<file path="config.mk">
export PLATFORM = sky130hd
export DESIGN_NAME = stall_backpressure_watchdog_flat
export DESIGN_NICKNAME = d
export VERILOG_FILES = /design/src/sv/sbw_pkg.sv /design/src/sv/sbw_cfg_if.sv /design/src/sv/sbw_cmd_if.sv /design/src/sv/sbw_rsp_if.sv /design/src/sv/stall_backpressure_watchdog.sv /design/src/flat_wrapper.sv
export SDC_FILE = /design/constraint.sdc
export NUM_CORES = 2
export LEC_CHECK = 0
export BUFFER_PORTS_ARGS = -buffer_cell sky130_fd_sc_hd__buf_4
export CORE_ASPECT_RATIO = 2
export CORE_UTILIZATION = 57
export CTS_CLUSTER_SIZE = 16
export DETAILED_ROUTE_END_ITERATION = 8
export PLACE_DENSITY = 0.84
export SLEW_MARGIN = 20
export SYNTH_ARGS = -nofsm -noshare
export SYNTH_HDL_FRONTEND = slang
export SYNTH_SLANG_ARGS = --single-unit
</file>
<file path="constraint.sdc">
create_clock -name clk -period 7.87 [get_ports clk]
set_input_delay 0.3935 -clock clk [delete_from_list [all_inputs] [get_ports clk]]
set_output_delay 0.3935 -clock clk [all_outputs]
set_load 0.02 [all_outputs]
</file>
<file path="src/sv/sbw_pkg.sv">
`timescale 1ns / 1ps

package sbw_pkg;

	localparam int TIME_W  = 63;
	localparam int WATER_W = 48;
	localparam int IFB_W   = 24;
	localparam int QEB_W   = 16;
	localparam int CNT_IN_W = 16;
	localparam int OUT_STAT_W = 32;
	localparam int CFG_IDX_W = 3;

	localparam logic [1:0] ACT_TICK     = 2'd0;
	localparam logic [1:0] ACT_PROGRESS = 2'd1;
	localparam logic [1:0] ACT_QUERY    = 2'd2;

	localparam logic [1:0] CLR_NONE     = 2'd0;
	localparam logic [1:0] CLR_PROGRESS = 2'd1;
	localparam logic [1:0] CLR_COOLDOWN = 2'd2;

	localparam logic [CFG_IDX_W-1:0] REG_STALL_THR  = 3'd0;
	localparam logic [CFG_IDX_W-1:0] REG_REJ_WINDOW = 3'd1;
	localparam logic [CFG_IDX_W-1:0] REG_LOW_WATER  = 3'd2;
	localparam logic [CFG_IDX_W-1:0] REG_HIGH_WATER = 3'd3;
	localparam logic [CFG_IDX_W-1:0] REG_IFB        = 3'd4;
	localparam logic [CFG_IDX_W-1:0] REG_QEB        = 3'd5;

	localparam logic [TIME_W-1:0]  RST_STALL_THR  = 63'd60000000000;
	localparam logic [TIME_W-1:0]  RST_REJ_WINDOW = 63'd30000000000;
	localparam logic [WATER_W-1:0] RST_LOW_WATER  = 48'd67108864;
	localparam logic [WATER_W-1:0] RST_HIGH_WATER = 48'd134217728;
	localparam logic [IFB_W-1:0]   RST_IFB        = 24'd1048576;
	localparam logic [QEB_W-1:0]   RST_QEB        = 16'd64;

	typedef struct packed {
		logic                  active_now;
		logic                  reject;
		logic                  drain_request;
		logic [1:0]            clear_reason;
		logic [TIME_W-1:0]     held_ns;
		logic                  armed_now;
		logic [OUT_STAT_W-1:0] entered_total;
		logic [OUT_STAT_W-1:0] cleared_total;
		logic [OUT_STAT_W-1:0] rejected_total;
	} rsp_t;

endpackage

</file>
<file path="src/sv/sbw_cfg_if.sv">
`timescale 1ns / 1ps

interface sbw_cfg_if;
	import sbw_pkg::*;

	logic                 valid;
	logic                 ready;
	logic [CFG_IDX_W-1:0] index;
	logic [TIME_W-1:0]    data;

	modport source(output valid, output index, output data, input ready);
	modport sink(input valid, input index, input data, output ready);
endinterface

</file>
<file path="src/sv/sbw_cmd_if.sv">
`timescale 1ns / 1ps

interface sbw_cmd_if;
	import sbw_pkg::*;

	logic                valid;
	logic                ready;
	logic [1:0]          action;
	logic [TIME_W-1:0]   timestamp;
	logic [CNT_IN_W-1:0] in_flight_count;
	logic [CNT_IN_W-1:0] queued_count;
	logic                block_work_cmd;

	modport source(output valid, output action, output timestamp, output in_flight_count,
		output queued_count, output block_work_cmd, input ready);
	modport sink(input valid, input action, input timestamp, input in_flight_count,
		input queued_count, input block_work_cmd, output ready);
endinterface

</file>
<file path="src/sv/sbw_rsp_if.sv">
`timescale 1ns / 1ps

interface sbw_rsp_if;
	import sbw_pkg::*;

	logic                  valid;
	logic                  ready;
	logic                  active_now;
	logic                  reject;
	logic                  drain_request;
	logic [1:0]            clear_reason;
	logic [TIME_W-1:0]     held_ns;
	logic                  armed_now;
	logic [OUT_STAT_W-1:0] entered_total;
	logic [OUT_STAT_W-1:0] cleared_total;
	logic [OUT_STAT_W-1:0] rejected_total;

	modport source(output valid, output active_now, output reject, output drain_request,
		output clear_reason, output held_ns, output armed_now, output entered_total,
		output cleared_total, output rejected_total, input ready);
	modport sink(input valid, input active_now, input reject, input drain_request,
		input clear_reason, input held_ns, input armed_now, input entered_total,
		input cleared_total, input rejected_total, output ready);
endinterface

</file>
<file path="src/sv/stall_backpressure_watchdog.sv">
`timescale 1ns / 1ps

// Backpressure watchdog: takes one item per clock while its results are taken,
// and returns one result per item. The first stage registers the item together with its
// backlog estimate (two multiplies on the counts); the second stage updates the
// watchdog state and loads the result register. Since the state is read and written
// only in the second stage, items follow each other at the full clock rate; the
// output register lets a new item enter while a result still waits to be taken.
// Configuration writes are taken in any cycle and must only happen while idle.
module stall_backpressure_watchdog #(
	parameter int COUNT_WIDTH = 16,
	parameter int STAT_WIDTH  = 32
) (
	input logic        clk,
	input logic        arst_n,
	sbw_cfg_if.sink    cfg,
	sbw_cmd_if.sink    cmd,
	sbw_rsp_if.source  rsp
);
	import sbw_pkg::*;

	localparam int CW    = (COUNT_WIDTH < CNT_IN_W) ? COUNT_WIDTH : CNT_IN_W;
	localparam int BYTES_W = CW + IFB_W + 1;
	localparam int CMP_W = (BYTES_W > WATER_W) ? BYTES_W : WATER_W;

	// Configuration registers
	logic [TIME_W-1:0]  stall_thr_q;
	logic [TIME_W-1:0]  rej_window_q;
	logic [WATER_W-1:0] low_water_q;
	logic [WATER_W-1:0] hi_mark_q;
	logic [IFB_W-1:0]   ifb_q;
	logic [QEB_W-1:0]   qeb_q;

	// Watchdog state
	logic [TIME_W-1:0]     last_prog_q;
	logic [TIME_W-1:0]     entry_time_q;
	logic                  active_q;
	logic                  armed_q;
	logic [STAT_WIDTH-1:0] entry_cnt_q;
	logic [STAT_WIDTH-1:0] exit_cnt_q;
	logic [STAT_WIDTH-1:0] rej_cnt_q;

	// First stage
	logic               valid_s1;
	logic [1:0]         action_s1;
	logic [TIME_W-1:0]  time_s1;
	logic               block_s1;
	logic [BYTES_W-1:0] bytes_s1;

	logic   rsp_valid_q;
	rsp_t   rsp_q;

	logic   adv;
	logic [BYTES_W-1:0] bytes_in;

	assign cfg.ready = 1'b1;
	assign adv       = valid_s1 && (!rsp_valid_q || rsp.ready);
	assign cmd.ready = !valid_s1 || adv;

	assign bytes_in = BYTES_W'(cmd.in_flight_count[CW-1:0] * ifb_q)
		+ BYTES_W'(cmd.queued_count[CW-1:0] * qeb_q);

	always_ff @(posedge clk or negedge arst_n) begin
		if (!arst_n) begin
			stall_thr_q  <= RST_STALL_THR;
			rej_window_q <= RST_REJ_WINDOW;
			low_water_q  <= RST_LOW_WATER;
			hi_mark_q    <= RST_HIGH_WATER;
			ifb_q        <= RST_IFB;
			qeb_q        <= RST_QEB;
		end else if (cfg.valid) begin
			case (cfg.index)
				REG_STALL_THR:  stall_thr_q  <= cfg.data;
				REG_REJ_WINDOW: rej_window_q <= cfg.data;
				REG_LOW_WATER:  low_water_q  <= cfg.data[WATER_W-1:0];
				REG_HIGH_WATER: hi_mark_q    <= cfg.data[WATER_W-1:0];
				REG_IFB:        ifb_q        <= cfg.data[IFB_W-1:0];
				REG_QEB:        qeb_q        <= cfg.data[QEB_W-1:0];
				default: ;
			endcase
		end
	end

	always_ff @(posedge clk or negedge arst_n) begin
		if (!arst_n) begin
			valid_s1 <= 1'b0;
		end else if (cmd.valid && cmd.ready) begin
			valid_s1 <= 1'b1;
		end else if (adv) begin
			valid_s1 <= 1'b0;
		end
	end

	always_ff @(posedge clk) begin
		if (cmd.valid && cmd.ready) begin
			action_s1 <= cmd.action;
			time_s1   <= cmd.timestamp;
			block_s1  <= cmd.block_work_cmd;
			bytes_s1  <= bytes_in;
		end
	end

	// Second stage: state update
	logic                  ahead;
	logic                  after_entry;
	logic [TIME_W-1:0]     since;
	logic [TIME_W-1:0]     active_span;
	logic [CMP_W-1:0]      bytes_x;
	logic                  arm_tick;
	logic                  active_d;
	logic                  armed_d;
	logic [TIME_W-1:0]     last_prog_d;
	logic [TIME_W-1:0]     entry_time_d;
	logic [STAT_WIDTH-1:0] entry_cnt_d;
	logic [STAT_WIDTH-1:0] exit_cnt_d;
	logic [STAT_WIDTH-1:0] rej_cnt_d;
	logic                  reject_d;
	logic                  drain_d;
	logic [1:0]            reason_d;
	logic [TIME_W-1:0]     held_d;

	assign ahead       = time_s1 >= last_prog_q;
	assign after_entry = time_s1 >= entry_time_q;
	assign since       = time_s1 - last_prog_q;
	assign active_span = time_s1 - entry_time_q;
	assign bytes_x     = CMP_W'(bytes_s1);
	assign arm_tick    = armed_q || (bytes_x < CMP_W'(low_water_q));

	always_comb begin
		active_d     = active_q;
		armed_d      = armed_q;
		last_prog_d  = last_prog_q;
		entry_time_d = entry_time_q;
		entry_cnt_d  = entry_cnt_q;
		exit_cnt_d   = exit_cnt_q;
		rej_cnt_d    = rej_cnt_q;
		reject_d     = 1'b0;
		drain_d      = 1'b0;
		reason_d     = CLR_NONE;
		held_d       = '0;
		case (action_s1)
			ACT_TICK: begin
				if (!active_q) begin
					armed_d = arm_tick;
					if (ahead && since > stall_thr_q
						&& bytes_x > CMP_W'(hi_mark_q) && arm_tick) begin
						active_d     = 1'b1;
						armed_d      = 1'b0;
						entry_time_d = time_s1;
						entry_cnt_d  = entry_cnt_q + 1'b1;
						drain_d      = 1'b1;
					end
				end else begin
					if (!ahead || since < stall_thr_q) begin
						reason_d = CLR_PROGRESS;
					end else if (after_entry && active_span >= rej_window_q) begin
						reason_d = CLR_COOLDOWN;
					end
					if (reason_d != CLR_NONE) begin
						active_d   = 1'b0;
						exit_cnt_d = exit_cnt_q + 1'b1;
						held_d     = after_entry ? active_span : '0;
					end
				end
			end
			ACT_PROGRESS: begin
				last_prog_d = time_s1;
			end
			ACT_QUERY: begin
				if (active_q && block_s1) begin
					reject_d  = 1'b1;
					rej_cnt_d = rej_cnt_q + 1'b1;
				end
			end
			default: ;
		endcase
	end

	always_ff @(posedge clk or negedge arst_n) begin
		if (!arst_n) begin
			last_prog_q  <= '0;
			entry_time_q <= '0;
			active_q     <= 1'b0;
			armed_q      <= 1'b1;
			entry_cnt_q  <= '0;
			exit_cnt_q   <= '0;
			rej_cnt_q    <= '0;
		end else if (adv) begin
			last_prog_q  <= last_prog_d;
			entry_time_q <= entry_time_d;
			active_q     <= active_d;
			armed_q      <= armed_d;
			entry_cnt_q  <= entry_cnt_d;
			exit_cnt_q   <= exit_cnt_d;
			rej_cnt_q    <= rej_cnt_d;
		end
	end

	always_ff @(posedge clk or negedge arst_n) begin
		if (!arst_n) begin
			rsp_valid_q <= 1'b0;
		end else if (adv) begin
			rsp_valid_q <= 1'b1;
		end else if (rsp.ready) begin
			rsp_valid_q <= 1'b0;
		end
	end

	always_ff @(posedge clk) begin
		if (adv) begin
			rsp_q.active_now     <= active_d;
			rsp_q.reject         <= reject_d;
			rsp_q.drain_request  <= drain_d;
			rsp_q.clear_reason   <= reason_d;
			rsp_q.held_ns        <= held_d;
			rsp_q.armed_now      <= armed_d;
			rsp_q.entered_total  <= OUT_STAT_W'(entry_cnt_d);
			rsp_q.cleared_total  <= OUT_STAT_W'(exit_cnt_d);
			rsp_q.rejected_total <= OUT_STAT_W'(rej_cnt_d);
		end
	end

	assign rsp.valid          = rsp_valid_q;
	assign rsp.active_now     = rsp_q.active_now;
	assign rsp.reject         = rsp_q.reject;
	assign rsp.drain_request  = rsp_q.drain_request;
	assign rsp.clear_reason   = rsp_q.clear_reason;
	assign rsp.held_ns        = rsp_q.held_ns;
	assign rsp.armed_now      = rsp_q.armed_now;
	assign rsp.entered_total  = rsp_q.entered_total;
	assign rsp.cleared_total  = rsp_q.cleared_total;
	assign rsp.rejected_total = rsp_q.rejected_total;

	// The latch is consumed on entry and only re-armed while inactive.
	a_active_disarmed: assert property (@(posedge clk) disable iff (!arst_n)
		active_q |-> !armed_q)
		else $error("watchdog active while re-arm latch is set");

	a_drain_enters: assert property (@(posedge clk) disable iff (!arst_n)
		rsp_valid_q && rsp_q.drain_request |-> rsp_q.active_now)
		else $error("drain request without active state");

	a_clear_leaves: assert property (@(posedge clk) disable iff (!arst_n)
		rsp_valid_q && rsp_q.clear_reason != CLR_NONE |-> !rsp_q.active_now)
		else $error("clear reported while still active");

	a_entry_count: assert property (@(posedge clk) disable iff (!arst_n)
		adv && drain_d |=> entry_cnt_q == $past(entry_cnt_q) + 1'b1)
		else $error("entry counter did not follow an entry");

	a_state_held: assert property (@(posedge clk) disable iff (!arst_n)
		!adv |=> $stable(active_q) && $stable(armed_q))
		else $error("watchdog state changed without an item");

endmodule

</file>
<file path="src/flat_wrapper.sv">
// flat-port wrapper written by rule: the top's interface ports become plain ports
module stall_backpressure_watchdog_flat import sbw_pkg::*;
#(
	parameter int COUNT_WIDTH = 16,
	parameter int STAT_WIDTH  = 32
)
  (clk, arst_n, cfg_valid, cfg_index, cfg_data, cfg_ready, cmd_valid, cmd_action, cmd_timestamp, cmd_in_flight_count, cmd_queued_count, cmd_block_work_cmd, cmd_ready, rsp_valid, rsp_active_now, rsp_reject, rsp_drain_request, rsp_clear_reason, rsp_held_ns, rsp_armed_now, rsp_entered_total, rsp_cleared_total, rsp_rejected_total, rsp_ready);
  sbw_cfg_if cfg_i ();
  sbw_cmd_if cmd_i ();
  sbw_rsp_if rsp_i ();
  input logic clk;
  input logic arst_n;
  input wire logic [$bits(cfg_i.valid)-1:0] cfg_valid;
  input wire logic [$bits(cfg_i.index)-1:0] cfg_index;
  input wire logic [$bits(cfg_i.data)-1:0] cfg_data;
  output wire logic [$bits(cfg_i.ready)-1:0] cfg_ready;
  input wire logic [$bits(cmd_i.valid)-1:0] cmd_valid;
  input wire logic [$bits(cmd_i.action)-1:0] cmd_action;
  input wire logic [$bits(cmd_i.timestamp)-1:0] cmd_timestamp;
  input wire logic [$bits(cmd_i.in_flight_count)-1:0] cmd_in_flight_count;
  input wire logic [$bits(cmd_i.queued_count)-1:0] cmd_queued_count;
  input wire logic [$bits(cmd_i.block_work_cmd)-1:0] cmd_block_work_cmd;
  output wire logic [$bits(cmd_i.ready)-1:0] cmd_ready;
  output wire logic [$bits(rsp_i.valid)-1:0] rsp_valid;
  output wire logic [$bits(rsp_i.active_now)-1:0] rsp_active_now;
  output wire logic [$bits(rsp_i.reject)-1:0] rsp_reject;
  output wire logic [$bits(rsp_i.drain_request)-1:0] rsp_drain_request;
  output wire logic [$bits(rsp_i.clear_reason)-1:0] rsp_clear_reason;
  output wire logic [$bits(rsp_i.held_ns)-1:0] rsp_held_ns;
  output wire logic [$bits(rsp_i.armed_now)-1:0] rsp_armed_now;
  output wire logic [$bits(rsp_i.entered_total)-1:0] rsp_entered_total;
  output wire logic [$bits(rsp_i.cleared_total)-1:0] rsp_cleared_total;
  output wire logic [$bits(rsp_i.rejected_total)-1:0] rsp_rejected_total;
  input wire logic [$bits(rsp_i.ready)-1:0] rsp_ready;
  assign cfg_i.valid = cfg_valid;
  assign cfg_i.index = cfg_index;
  assign cfg_i.data = cfg_data;
  assign cfg_ready = cfg_i.ready;
  assign cmd_i.valid = cmd_valid;
  assign cmd_i.action = cmd_action;
  assign cmd_i.timestamp = cmd_timestamp;
  assign cmd_i.in_flight_count = cmd_in_flight_count;
  assign cmd_i.queued_count = cmd_queued_count;
  assign cmd_i.block_work_cmd = cmd_block_work_cmd;
  assign cmd_ready = cmd_i.ready;
  assign rsp_valid = rsp_i.valid;
  assign rsp_active_now = rsp_i.active_now;
  assign rsp_reject = rsp_i.reject;
  assign rsp_drain_request = rsp_i.drain_request;
  assign rsp_clear_reason = rsp_i.clear_reason;
  assign rsp_held_ns = rsp_i.held_ns;
  assign rsp_armed_now = rsp_i.armed_now;
  assign rsp_entered_total = rsp_i.entered_total;
  assign rsp_cleared_total = rsp_i.cleared_total;
  assign rsp_rejected_total = rsp_i.rejected_total;
  assign rsp_i.ready = rsp_ready;
  stall_backpressure_watchdog #(.COUNT_WIDTH(COUNT_WIDTH), .STAT_WIDTH(STAT_WIDTH)) u_core (.clk(clk), .arst_n(arst_n), .cfg(cfg_i), .cmd(cmd_i), .rsp(rsp_i));
endmodule
</file>
* Yosys cells after proc, flatten, opt, wreduce, memory -nomap -nowiden
Index checks and enable logic that the tools add are counted.
** Storage, ports and cells
- Register bits after elaboration :: 760
- Word-level logic and storage cells :: 106
- Output and inout port bits :: 168
- Bits in writable memories :: 0
- Bits of input ports :: 169
- Memories kept :: 0
- Bits in latches :: 0
- Memory bits (read-only) :: 0
** Cells by class
- Shifts and indexed selects :: 0
- Add/sub/neg operators :: 6
- $mul :: 2
- Divide/modulo/power cells :: 0
- Bitwise gates (word level) :: 2
- Magnitude comparators :: 7
- Eq/ne operators :: 7
- Reduce and logical (&&, ||, !) cells :: 30
- Mux-type cells :: 24
** Operators by type and width (number)
- $mux 32 :: 8
- $ge 63x63->1 :: 3
- $sub 63x63->63 :: 2
- $add 32x1->32 const B :: 3
- $gt 63x63->1 :: 1
- $lt 63x63->1 :: 1
- $gt 41x48->1 :: 1
- $lt 41x48->1 :: 1
- $add 40x32->41 :: 1
- $mul 16x24->40 :: 1
- $mul 16x16->32 :: 1
- $reduce_and 2->1 :: 8
- $mux 1 :: 12
- $mux 2 :: 4
- $reduce_and 4->1 :: 2
- $logic_and 1x1->1 :: 7
- $eq 3x2->1 const B :: 2
- $eq 3x3->1 const B :: 2
- $reduce_bool 2->1 :: 3
- $logic_or 1x1->1 :: 4
- $eq 3x1->1 const B :: 1
- $logic_not 1->1 :: 3
- $logic_not 3->1 :: 1
- $eq 2x1->1 const B :: 1
- 4 further kinds :: 5

* Longest topological paths before layout
- Depth after elaboration :: 11
- Gate-level depth with buffers :: 29
- Depth with buffers taken out :: 28

* Least setup slack after synthesis
No wires, ideal clock.
- Path type :: register to register
- From :: register u_core.ifb_q[20]
- To :: register u_core.bytes_s1[37] (data pin)
- Library setup time :: 0.158 ns
- Data arrival time :: 7.188 ns
- Cell stages (with the launch flop) :: 25
- Required time :: 7.712 ns
- Period minus slack after synthesis :: 7.346 ns
- Buffers on the path :: 1
- Setup slack :: 0.524 ns
- Path through :: dfstp_2 > clkbuf_1 > nand2_1 > fa_1 > inv_1 > fa_1 > fa_1 > fa_1 > inv_1 > fa_1 > inv_1 > fa_1 > fa_1 > inv_1 > fa_1 > inv_1 > ha_1 > a21o_1 > a21o_1 > a21o_1 > a21oi_1 > nor2b_1 > o31ai_1 > or4b_2 > o211ai_1
** On the way
- Cells in the longest elaborated chain, start to end :: 2
** RTL lines
- start: declaration :: RTL line stall_backpressure_watchdog.sv:31 : logic [IFB_W-1:0] ifb_q;
- start signal: assignment :: RTL line stall_backpressure_watchdog.sv:77 : REG_IFB: ifb_q <= cfg.data[IFB_W-1:0];
- $mul 16x24->40 :: RTL line stall_backpressure_watchdog.sv:60 : assign bytes_in = BYTES_W'(cmd.in_flight_count[CW-1:0] * ifb_q)
- $add 40x32->41 :: RTL line stall_backpressure_watchdog.sv:61 : + BYTES_W'(cmd.queued_count[CW-1:0] * qeb_q);
- named net u_core.bytes_in[37] :: RTL line stall_backpressure_watchdog.sv:54 : logic [BYTES_W-1:0] bytes_in;
- end signal: assignment :: RTL line stall_backpressure_watchdog.sv:99 : bytes_s1 <= bytes_in;
- end: declaration :: RTL line stall_backpressure_watchdog.sv:48 : logic [BYTES_W-1:0] bytes_s1;
The timed path passes the listed nets, and every way through them passes these cells.
A chain may end at the register's enable or synchronous reset.

* Worst setup path after layout
- From :: register u_core.qeb_q[6]
- To :: register u_core.bytes_s1[37] (data pin)
** On the way
- Cells in the longest elaborated chain, start to end :: 2
** RTL lines
- start: declaration :: RTL line stall_backpressure_watchdog.sv:32 : logic [QEB_W-1:0] qeb_q;
- start signal: assignment :: RTL line stall_backpressure_watchdog.sv:78 : REG_QEB: qeb_q <= cfg.data[QEB_W-1:0];
- $mul 16x16->32 :: RTL line stall_backpressure_watchdog.sv:61
- $add 40x32->41 :: RTL line stall_backpressure_watchdog.sv:61
- named net u_core.bytes_in[37] :: RTL line stall_backpressure_watchdog.sv:54
The timed path passes the listed nets, and every way through them passes these cells.

==> out/qor.yml <==
cts:
  cts_buffers: 75
  cts_buffer_depth: 3
  clock_insertion_delay_worst_skew_ns: 0.71
  htree_levels: 3
  cts_sinks: 760
  cts.reportedPaths.clkPinSlew_ns: 0.07
  ctsRootBufferMaster: "clkbuf_16"
  cts_tree: "built"
logic_synthesis:
  synth_edf_count: 272
  synth_top_area_cell: "dfrtp_1"
  synth_ff_type: "dfrtp_1"
  yosysTopAreaCellShare_pct: 17.9
  syn_avg_cell_area_sq_um: 9.83
  synthTopCellsByCount: "inv_1 (1078), nand2_1 (773), ha_1 (573)"
  synth_warnings: 0
  syn_inst: 6449
  synthArstFlopShare_pct: 64.2
  synth.distinct_cells: 90
  synth_nets: 7756
  synth_seq_cells: 760
  synth_seq_area_share_pct: 32.2
  synth_area_leaders: "dfrtp_1 (18%), fa_1 (18%), edfxtp_1 (13%)"
  synth.most_common_cell: "inv_1"
  syn_area_sq_um: 63400
critical_path:
  rr_startpoint: "u_core.qeb_q[6]$_DFFE_PN1P_"
  slowest_delay_ns: 0.67
  slowest_stage: "dfstp_4"
  cp_common_cell: "fa_1"
  path_max_fanout: 8
  cp.arrival_ns: 8.31
  crit_type: "register to register"
  reg2reg_depth: 23
  cp-start-kind: "register"
  critPathCapture: "u_core.bytes_s1[37]$_DFFE_PP_"
  critPathCaptureType: "register"
  rr_endpoint: "u_core.bytes_s1[37]$_DFFE_PP_"
  cp_cell_sequence: "clkbuf_4, and2_1, fa_1, inv_1, fa_1, inv_1, fa_1, fa_1, fa_2, fa_1, fa_1, fa_1, ha_1, buf_4, nand2_1, nor3b_1, o31ai_2, nor3b_2, a21o_1, a211oi_1, o31ai_1, or4b_2, o211ai_1"
  r2r_slack_ns: 0.1
  crit_start: "u_core.qeb_q[6]$_DFFE_PN1P_"
  cp.required_ns: 8.40
placement:
  hpwl_um: 158000
  routabilityCongestion: 1.06
  numPortBuffers: 335
sta:
  finalCritPeriodShare_pct: 98.8
  slew_headroom_pct: 13.7
  hold_viol_final: 0
  setup_viol: 0
  slew_viol_final: 0
  fmax_mhz: 129
  period_needed_ns: 7.77
  whs_ns: 0.0382
  fin_tns_setup_ns: 0
  finalClockSkew_ns: 0.0275
  worst_pin_slew_ns: 1.28
floorplan:
  pin_count: 337
  die-area_sq_um: 113000
  initial_core_util_pct: 57.7
  fp.dieH_um: 474
  coreArea_sq_um: 110000
  num_rows: 172
  die_x_um: 238
route:
  drtIter0Drc: 3842
  drc_errors: 0
  dr_total_vias: 50300
  wl_um: 208000
  wire_per_inst_um: 24.5
  vias_per_cell: 5.93
  ant_nets: 0
  dr.pass1.iters: 8
cells_and_area:
  seqCellArea_sq_um: 20500
  synthToLayoutAreaGrowth_pct: 14.3
  final_layout_size_suffix_gt1_share_pct: 13.8
  nets: 8243
  fin_util_pct: 65.9
  multiInputGateArea_sq_um: 38300
  nFillCells: 8234
global_routing:
  grtUsageTotal_pct: 37.5
  grt-ovfl-total: 0
  grt_max_degree: 170
  grt_pass1_vias: 53800
  antenna_found_initial: 14
  grt_pass1_wl_um: 311000
min_path:
  hold_class: "input port to register"
flow_run:
  drv_cap: 0
status:
  status: "complete, no violations"
==> layout by cell type (no fill, tap or decap), drive strengths merged, types with 28 or more instances in the layout <==
master / count
a21o: 152
o21ai: 376
nor2: 156
o211ai: 48
xor2: 113
nand4: 79
edfxtp: 272
o21bai: 29
a31oi: 30
clkbuf: 97
a21oi: 219
nand3: 82
dfrtp: 453
mux2: 166
buf: 524
nand2b: 30
ha: 573
nor4: 28
nand2: 773
xnor2: 219
fa: 565
o21a: 28
and3: 54
dfstp: 35
nor3: 68
inv: 1092
dlygate4sd3: 117
and2: 385
==> flip-flops by register name (all words and copies together), names as in the netlist, 16 cells and up <==
register / flops
u_core.hi_mark_q: 48
u_core.rsp.rejected_total: 32
u_core.rsp.entered_total: 32
u_core.entry_time_q: 63
u_core.rsp.cleared_total: 32
u_core.entry_cnt_q: 32
u_core.bytes_s1: 41
u_core.rsp.held_ns: 63
u_core.stall_thr_q: 63
u_core.time_s1: 63
u_core.rej_cnt_q: 32
u_core.rej_window_q: 63
u_core.last_prog_q: 63
u_core.ifb_q: 24
u_core.exit_cnt_q: 32
u_core.low_water_q: 48
u_core.qeb_q: 16
==> final cells by class <==
class                   count  area share, %
clock buffers              96           2.81
clock inverters            44          0.699
repair buffers            642           7.32
well taps                1479           2.55
flip-flops and latches    760           28.2
multi-input cells        4379           52.8
diodes                     10         0.0345
inverters                1078           5.60
==> what timing repair did <==
| action | 4_1_cts | 5_1_grt |
|---|---|---|
| hold buffers | 117 | 0 |
| endpoints found under the hold margin | 275 | 0 |
| cloned | 0 | 0 |
| buffers inserted | 0 | 19 |
| pin swaps | 1 | 17 |
| setup endpoints to repair | 2 | 80 |
| gates resized for setup | 7 | 61 |
==> layer usage <==
metal	track usage [%]	share of wire, %
met2	64.7	49
met4	41.1	13
met3	8.41	7.7
met5	0	0.033
met1	34.5	30
==> worst min path at each step <==
| stage | to | start | depth (start not counted) | slack [ns] |
|---|---|---|---|---|
| final | u_core.low_water_q[3]$_DFFE_PN0P_ | cfg_data[3] | 3 | 0.04 |
| after global routing | u_core.rej_window_q[5]$_DFFE_PN0P_ | cfg_data[5] | 3 | 0.04 |
| after CTS | u_core.rej_window_q[20]$_DFFE_PN0P_ | cfg_data[20] | 3 | 0.001 |
| after detailed placement | u_core.entry_cnt_q[31]$_DFFE_PN0P_ | u_core.entry_cnt_q[31]$_DFFE_PN0P_ | 1 | 0.48 |
| after global placement | u_core.last_prog_q[0]$_DFFE_PN0P_ | u_core.last_prog_q[0]$_DFFE_PN0P_ | 2 | 0.47 |
| after floorplan | u_core.active_q$_DFFE_PN0P_ | arst_n | 0 | 0.1 |
==> cell families (layout without fill, tap and decap cells) <==
kind of cell	after synthesis	in the layout	synth area share, %
flops	760	760	32.2
xor+xnor	332	332	4.58
buf+inv	1310	1860	7.83
fa+ha+maj	1138	1138	29.1
mux	169	169	2.99
compound gates	1003	1003	9.74
other cells	1	11	0.00591
simple gates	1736	1736	13.5
==> per-stage QoR <==
stage | setup slack, ns | cell area (sq um) | instances
finish | 0.0963 | 72500 | 8488
global route | -0.0609 | 72500 | 8483
CTS | 0.00904 | 72100 | 8458
detailed placement | -0.0327 | 68400 | 8201
global placement | 0.0587 | 68400 | 8201
floorplan | 0.524 | 63400 | 6449
==> critical path, delay by kind of cell (launching register included) <==
kind | cells | cell delay, ns
AOI/OAI and AO/OA | 5 | 0.97
adders and majority gates | 9 | 4.24
buffers and inverters | 4 | 0.52
DFF | 1 | 0.67
and+or+nand+nor | 5 | 1.19
Power is not shown: default switching activity piles up to over one toggle a cycle in this logic, so the estimate is an artifact.
